$ cat src/rtl/hsm_pkg.sv
// Shared types, constants and helper functions for the heading and speed motion block.
// No dependencies; imported by hsm_cordic and heading_speed_motion_fsm_top.
`default_nettype none
package hsm_pkg;

  localparam int CORDIC_ITER_DEF = 16;
  localparam int IterW           = 5;
  localparam int CordW           = 36;
  localparam int AngW            = 18;

  localparam logic signed [15:0] ANG_PI      = 16'sd25736;
  localparam logic signed [17:0] ANG_TWO_PI  = 18'sd51472;
  localparam logic signed [15:0] ANG_HALF_PI = 16'sd12868;
  localparam logic signed [35:0] CORDIC_GAIN = 36'sd652032874;

  localparam logic [2:0] CFG_TOP_SPEED     = 3'd0;
  localparam logic [2:0] CFG_SPEED_STEP    = 3'd1;
  localparam logic [2:0] CFG_TURN_THRESH   = 3'd2;
  localparam logic [2:0] CFG_TURN_STEP     = 3'd3;
  localparam logic [2:0] CFG_TIME_STEP     = 3'd4;
  localparam logic [2:0] CFG_START_X       = 3'd5;
  localparam logic [2:0] CFG_START_Y       = 3'd6;
  localparam logic [2:0] CFG_START_HEADING = 3'd7;

  typedef enum logic [2:0] {
    MODE_STOPPED = 3'd0,
    MODE_TURNING = 3'd1,
    MODE_ACCEL   = 3'd2,
    MODE_DECEL   = 3'd3,
    MODE_MOVING  = 3'd4
  } motion_mode_t;

  typedef struct packed {
    logic signed [31:0] goal_x;
    logic signed [31:0] goal_y;
    logic               restart;
  } in_beat_t;

  typedef struct packed {
    logic signed [31:0] pos_x;
    logic signed [31:0] pos_y;
    logic signed [15:0] heading;
    logic [30:0]        speed;
    logic [2:0]         motion_mode;
  } out_beat_t;

  // Command to the shared CORDIC unit.
  typedef struct packed {
    logic start;
    logic vectoring;
  } cordic_cmd_t;

  // atan(2^-i) in Q3.13, rounded to nearest.
  function automatic logic [12:0] atan_q13(input logic [IterW-1:0] i);
    logic [12:0] v;
    case (i)
      5'd0:    v = 13'd6434;
      5'd1:    v = 13'd3798;
      5'd2:    v = 13'd2007;
      5'd3:    v = 13'd1019;
      5'd4:    v = 13'd511;
      5'd5:    v = 13'd256;
      5'd6:    v = 13'd128;
      5'd7:    v = 13'd64;
      5'd8:    v = 13'd32;
      5'd9:    v = 13'd16;
      5'd10:   v = 13'd8;
      5'd11:   v = 13'd4;
      5'd12:   v = 13'd2;
      5'd13:   v = 13'd1;
      default: v = 13'd0;
    endcase
    return v;
  endfunction

  // Brings an angle into [-pi, pi]; two corrections cover every input range used here.
  function automatic logic signed [15:0] wrap_ang(input logic signed [18:0] a);
    logic signed [18:0] v;
    v = a;
    for (int k = 0; k < 2; k++) begin
      if (v > 19'(ANG_PI)) v = v - 19'(ANG_TWO_PI);
      else if (v < -19'(ANG_PI)) v = v + 19'(ANG_TWO_PI);
    end
    return v[15:0];
  endfunction

endpackage
`default_nettype wire

$ cat src/rtl/hsm_cordic.sv
// Shared iterative CORDIC unit, one micro-rotation per cycle, vectoring or rotation mode.
// Depends on hsm_pkg.
`default_nettype none
module hsm_cordic #(
  parameter int CORDIC_ITERATIONS = hsm_pkg::CORDIC_ITER_DEF
) (
  input  wire                                   clk,
  input  wire                                   rst_n,
  input  wire hsm_pkg::cordic_cmd_t             cmd,
  input  wire logic signed [hsm_pkg::CordW-1:0] x_in,
  input  wire logic signed [hsm_pkg::CordW-1:0] y_in,
  input  wire logic signed [hsm_pkg::AngW-1:0]  z_in,
  output logic                                  done,
  output logic signed [hsm_pkg::CordW-1:0]      x_out,
  output logic signed [hsm_pkg::CordW-1:0]      y_out,
  output logic signed [hsm_pkg::AngW-1:0]       z_out
);
  import hsm_pkg::*;

  localparam logic [IterW-1:0] LastIter = IterW'(CORDIC_ITERATIONS - 1);

  logic signed [CordW-1:0] x_r, y_r;
  logic signed [AngW-1:0]  z_r;
  logic [IterW-1:0]        i_r;
  logic                    busy_r, vec_r, done_r;
  logic                    ccw;
  logic signed [CordW-1:0] xs, ys;
  logic signed [AngW-1:0]  at;

  // Vectoring drives y towards zero, rotation drives z towards zero.
  assign ccw = vec_r ? (y_r < 0) : (z_r >= 0);
  assign xs  = x_r >>> i_r;
  assign ys  = y_r >>> i_r;
  assign at  = AngW'($signed({1'b0, atan_q13(i_r)}));

  always_ff @(posedge clk) begin
    if (!rst_n) begin
      busy_r <= 1'b0;
      done_r <= 1'b0;
      i_r    <= '0;
      vec_r  <= 1'b0;
    end else begin
      done_r <= 1'b0;
      if (cmd.start) begin
        busy_r <= 1'b1;
        vec_r  <= cmd.vectoring;
        i_r    <= '0;
        x_r    <= x_in;
        y_r    <= y_in;
        z_r    <= z_in;
      end else if (busy_r) begin
        if (ccw) begin
          x_r <= x_r - ys;
          y_r <= y_r + xs;
          z_r <= z_r - at;
        end else begin
          x_r <= x_r + ys;
          y_r <= y_r - xs;
          z_r <= z_r + at;
        end
        i_r <= i_r + 1'b1;
        if (i_r == LastIter) begin
          busy_r <= 1'b0;
          done_r <= 1'b1;
        end
      end
    end
  end

  assign done  = done_r;
  assign x_out = x_r;
  assign y_out = y_r;
  assign z_out = z_r;
endmodule
`default_nettype wire

$ cat config.mk
export PLATFORM = sky130hd
export DESIGN_NAME = hsm_cordic
export DESIGN_NICKNAME = d
export VERILOG_FILES = /design/src/rtl/hsm_pkg.sv /design/src/rtl/hsm_cordic.sv
export SDC_FILE = /design/constraint.sdc
export NUM_CORES = 1
export LEC_CHECK = 0
export BUFFER_PORTS_ARGS = -buffer_cell sky130_fd_sc_hd__buf_4
export CAP_MARGIN = 20
export CORE_ASPECT_RATIO = 0.9
export CORE_MARGIN = 2
export CORE_UTILIZATION = 42
export DETAILED_ROUTE_END_ITERATION = 10
export PLACE_DENSITY = 0.65
export SYNTH_ARGS = -nofsm -noshare
export SYNTH_HDL_FRONTEND = slang
export SYNTH_SLANG_ARGS = --single-unit
$ cat constraint.sdc
create_clock -name clk -period 15.05 [get_ports clk]
set_clock_uncertainty 0.1 [all_clocks]
set_input_delay 0.7525 -clock clk [delete_from_list [all_inputs] [get_ports clk]]
set_output_delay 0.7525 -clock clk [all_outputs]
set_load 0.03 [all_outputs]
Word-level counts from Yosys, hierarchy flattened
Memory sizes are Yosys's and may differ from the RTL's. A register that Yosys moved wholly into a read port is not among the register bits. Index checks and enable logic that the tools add are counted. Widths: inputs -> output; s select.

Bits in registers: 98. Bits in read-only memories: 208. Input port bits: 94. Output and inout bits: 91. Logic and storage cells: 43. Memories kept: 1.

Memories: (name not given) (words 16, width 13, rd ports 1, clocked after Yosys merged registers in 1, write ports 0, line hsm_pkg.sv:56) `case (i)`.

Add/sub/neg operators: 7. Order comparisons: 2. Equality and inequality tests: 1. Shift operators: 2. Multiplexer cells: 17. Bitwise operators: 2. Reductions and logical operators: 4.

Operators with widths (number): $mux 36 (6); $add 36x36->36 (2); $sshr 36x5->36 (2); $sub 36x36->36 (2); $mux 18 (3); $lt 36x1->1 const B (1); $add 18x14->18 (1); $ge 18x1->1 const B (1); $sub 18x14->18 (1); $mux 13 (1); $mux 4 (2); $add 5x1->5 const B (1); $eq 5x4->1 const B (1); $mux 1 (5); $reduce_or 3->1 (1); $not 1->1 (2); $reduce_and 2->1 (1); $reduce_bool 2->1 (1); $reduce_or 2->1 (1).

Longest topological paths before layout
Depth after elaboration: 5. Gate-level depth with buffers: 30. Depth with buffers taken out: 24.

Least setup slack after synthesis
No wires, ideal clock.

Path type: flip-flop to flip-flop. From: register i_r[4]. To: register x_r[28], in the netlist x_out[28], data pin. Setup time: 267 ps. Arrival: 5649 ps. Data required time: 14683 ps. Slack: 9035 ps. Cell stages (with the launch flop): 26. Buffers on the path: 6. Clock period less this slack: 6015 ps. Cells stage by stage: dfxtp_1 -> clkbuf_1 -> inv_1 -> clkbuf_1 -> clkbuf_1 -> clkbuf_1 -> clkbuf_1 -> mux2i_1 -> ha_1 -> o211ai_1 -> nor3_1 -> a41oi_2 -> xnor2_1 -> ha_1 -> clkbuf_1 -> nand4_1 -> nor2_1 -> a2bb2oi_1 -> o21ai_0 -> or4b_2 -> and2_1 -> a41o_1 -> o41ai_1 -> o21ai_0 -> xnor2_1 -> o21ai_0.

Cells in the longest elaborated chain, start to end: 5. Elaborated cells between the ends (all ways): 6. Classes of those cells: add/sub (2); shift (1); mux (3).

Ends and longest elaborated chain: start, declared (line hsm_cordic.sv:24) `logic [IterW-1:0] i_r;`; start signal, assigned (line hsm_cordic.sv:61) `i_r <= i_r + 1'b1;`; $sshr 36x5->36 (*) (line hsm_cordic.sv:33) `assign ys = y_r >>> i_r;`; $add 36x36->36 / $sub 36x36->36 (equally long branches) (line hsm_cordic.sv:57, hsm_cordic.sv:53); $mux 36 (*) (line hsm_cordic.sv:52) `if (ccw) begin`; $mux 36 (*) (line hsm_cordic.sv:51) `end else if (busy_r) begin`; $mux 36 (*) (line hsm_cordic.sv:44) `if (cmd.start) begin`; end signal, assigned (line hsm_cordic.sv:48) `x_r <= x_in;`; end signal, assigned (line hsm_cordic.sv:53) `x_r <= x_r - ys;`; end signal, assigned (line hsm_cordic.sv:57) `x_r <= x_r + ys;`; end, declared (line hsm_cordic.sv:22) `logic signed [CordW-1:0] x_r, y_r;`.

Every way passes the cells marked *; elsewhere a longest branch is shown, timed or not. The select of a mux whose other input is x is not followed. A chain may end at the register's enable or synchronous reset.

Final worst setup path
From: register i_r[3]. To: register x_r[35], in the netlist x_out[35], data pin.

The elaborated chain is that of the path after synthesis.

==> impl_metrics.toml <==
[outcome]
status = "finished, final reports clean"

[floorplan]
ioPinCount = 185
start_util_pct = 42.7
core_area_sq_um = 37300
dieArea_sq_um = 39500
die_w_microns = 209
core.rowCount = 67
die_h_microns = 189

[yosys]
yosysSeqAreaShare_pct = 19.6
synth_edf_count = 90
ys.flop_type = "edfxtp_1"
syn_area_per_cell_sq_um = 8.59
netlist_area_sq_um = 15900
async_flop_share_pct = 0
ys_types = 89
ys_ff_latch = 111
synth_nets = 2050
synth_warnings = 0
syn_inst = 1856

[cts]
cts_sinks = 111
clockBufferDepth = 2
hold_buffers = 0
tritoncts = "done"
numCtsBuffers = 9
clock-root-buffer = "clkbuf_16"
worstSkewPairLatency_ps = 420
clkTransAtPathRegs_ps = 90
cts_setup_buffers = 0
cts_resized = 0
cts_max_level = 3

[critical_path]
crit_path_end_kind = "register"
start_kind = "register"
worst_ep_arrival_time_ps = 8100
crit_slowest_cell = "a222oi_1"
cpMostUsedCell = "a21oi_1"
cp_max_fo = 51
r2r_setup_slack_ps = 7010
crit_chain = "buf_4 -> mux4_2 -> mux2_4 -> a222oi_1 -> a32oi_1 -> a2111o_1 -> nor3_1 -> a21oi_1 -> xor2_1 -> ha_1 -> and3_1 -> and2_1 -> a221oi_1 -> a31oi_1 -> a21boi_0 -> nor2_1 -> o21ai_0 -> a21oi_1 -> a211oi_1 -> xnor2_1 -> mux2_2"
reg2reg_from = "i_r[3]$_SDFFE_PP0P_"
crit_type = "reg -> reg"
worstRegToRegCells = 21
critPathRequiredTime_ps = 15110
crit_path_max_incr_delay_ps = 850
r2r-end = "x_out[35]$_DFFE_PP_"

[power_and_ir_drop]
p_sw_share_pct = 51.2
p_leak_nw = 6.85
p_total_mw = 2.90
irDropWorstVdd_mv = 0.0692
p_int_mw = 1.42
p_switching_mw = 1.49
power_density_nw_per_um2 = 163
power_frac_comb_pct = 69.6
power.share.clock_pct = 9.1
pwr-share-seq_pct = 21.3

[sta]
setup_violations = 0
finalCriticalPeriod_ps = 8040
period_share_pct = 53.4
tightestPinTransition_ps = 1060
fin_tns_setup_ps = 0
rsz0062_at_grt = "no"
slew_violations = 0
holdWs_ps = 491
hold_viol = 0
fmax_mhz = 124
max_slew_margin_pct = 28.8

[grt]
grt_antenna_before_repair = 0
grt_pass1_vias = 15000
grt_pass1_wl_mm = 89.7
overflow = 0
grt_start_max_net_pins = 106
grtUsageTotal_pct = 29.4

[routing]
drcViolationCount = 0
wire_per_inst_microns = 24.2
drt_iter0_markers = 1708
drt_first_pass_iters = 8
finalWirelength_mm = 59.0
antenna_left = 0
via_count = 15800
via_per_inst = 6.48

[hold_path]
whs_path_depth = 3
holdPathEnd = "vec_r$_SDFFE_PN0P_"
min-delay-start = "cmd[0]"
hp-class = "in -> reg"

[cells_and_area]
final_common_cell = "nand2_1"
multi_input_area_sq_um = 12100
num-nets-final = 2146
syn_to_final_growth_pct = 11.9
regArea_sq_um = 3130
fin_cells = 2440
diodes = 0
final_cell_mix = "216 x nand2_1, 199 x buf_4, 171 x o21ai_0"
utilization_pct = 47.8
fill_cells = 3548
drive_gt1_share_pct = 20.2

[place]
place.gp.congestion = 1.02
hpwl_mm = 44.6
dp_cells = 2424
port_buffers = 184

[run]
cap_violations = 0
==> critical path: cells and delay by family (launching register included) <==
| kind | cells | cell delay [ps] |
|---|---|---|
| AO/OA/AOI/OAI | 10 | 3680 |
| XOR/XNOR | 2 | 270 |
| adder cells (fa/ha/maj) | 1 | 370 |
| buffers and inverters | 1 | 650 |
| flip-flops | 1 | 780 |
| multiplexers | 3 | 1010 |
| AND/OR/NAND/NOR | 4 | 900 |
==> Yosys cell counts (all sizes together), types with 54 or more instances <==
library cell	count	area, sq um
nand2	216	811
o21ai	174	871
a21oi	132	661
nor2	126	473
ha	97	1210
xnor2	91	805
edfxtp	90	2700
mux4	84	1900
mux2i	63	634
xor2	63	552
clkbuf	61	229
mux2	57	646
buf	54	328
==> kinds of logic (layout without fill, tap and decap cells) <==
group | count (synthesis) | in the layout | synth area share (%)
AO/OA/AOI/OAI | 578 | 578 | 23.2
multiplexers | 204 | 204 | 19.9
adder cells (fa/ha/maj) | 100 | 100 | 7.99
buffers and inverters | 153 | 254 | 4.39
XOR/XNOR | 154 | 154 | 8.51
AND/OR/NAND/NOR | 556 | 556 | 16.5
flip-flops | 111 | 111 | 19.6
==> worst max path at each step <==
| stage | startpoint | end | depth (start not counted) |
|---|---|---|---|
| after floorplan | i_r[4]$_SDFFE_PP0P_ | x_out[28]$_DFFE_PP_ | 25 |
| after global placement | i_r[3]$_SDFFE_PP0P_ | x_out[35]$_DFFE_PP_ | 21 |
| after detailed placement | i_r[3]$_SDFFE_PP0P_ | x_out[35]$_DFFE_PP_ | 21 |
| after CTS | i_r[3]$_SDFFE_PP0P_ | x_out[35]$_DFFE_PP_ | 21 |
| after global routing | i_r[3]$_SDFFE_PP0P_ | x_out[35]$_DFFE_PP_ | 21 |
| final | i_r[3]$_SDFFE_PP0P_ | x_out[35]$_DFFE_PP_ | 21 |
==> power by group through the flow <==
stage	logic [mW]	clock network, mW	registers (mW)
after floorplan	1.40	0	0.625
after global placement	1.96	0	0.615
after detailed placement	1.98	0	0.615
after CTS	2.00	0.273	0.608
after global routing	2.21	0.283	0.621
final	2.02	0.266	0.618
==> final cells by class <==
class | count | area share, %
inverter | 38 | 0.800
tap | 483 | 3.39
multi-input combinational | 1592 | 68.1
sequential | 111 | 17.6
clock buffer | 9 | 1.26
timing repair buffer | 200 | 8.44
clock inverter | 7 | 0.463
==> per-stage QoR <==
step                      cell area (sq um)  worst slack, ps
after floorplan                       15900             9030
final                                 17800             7010
after global placement                17500             7210
after global routing                  17800             6480
after CTS                             17800             7130
after detailed placement              17500             7170
==> layer usage <==
layer / share of wire, % / vias up / track usage, %
met3: 9.0 / 116 / 4.79
met2: 44 / 882 / 45.6
met1: 44 / 7574 / 41.5
met4: 3.0 / 0 / 10.4
met5: 0 / - / 0
li1: - / 7236 / -
(Power assumes the default switching activity.)
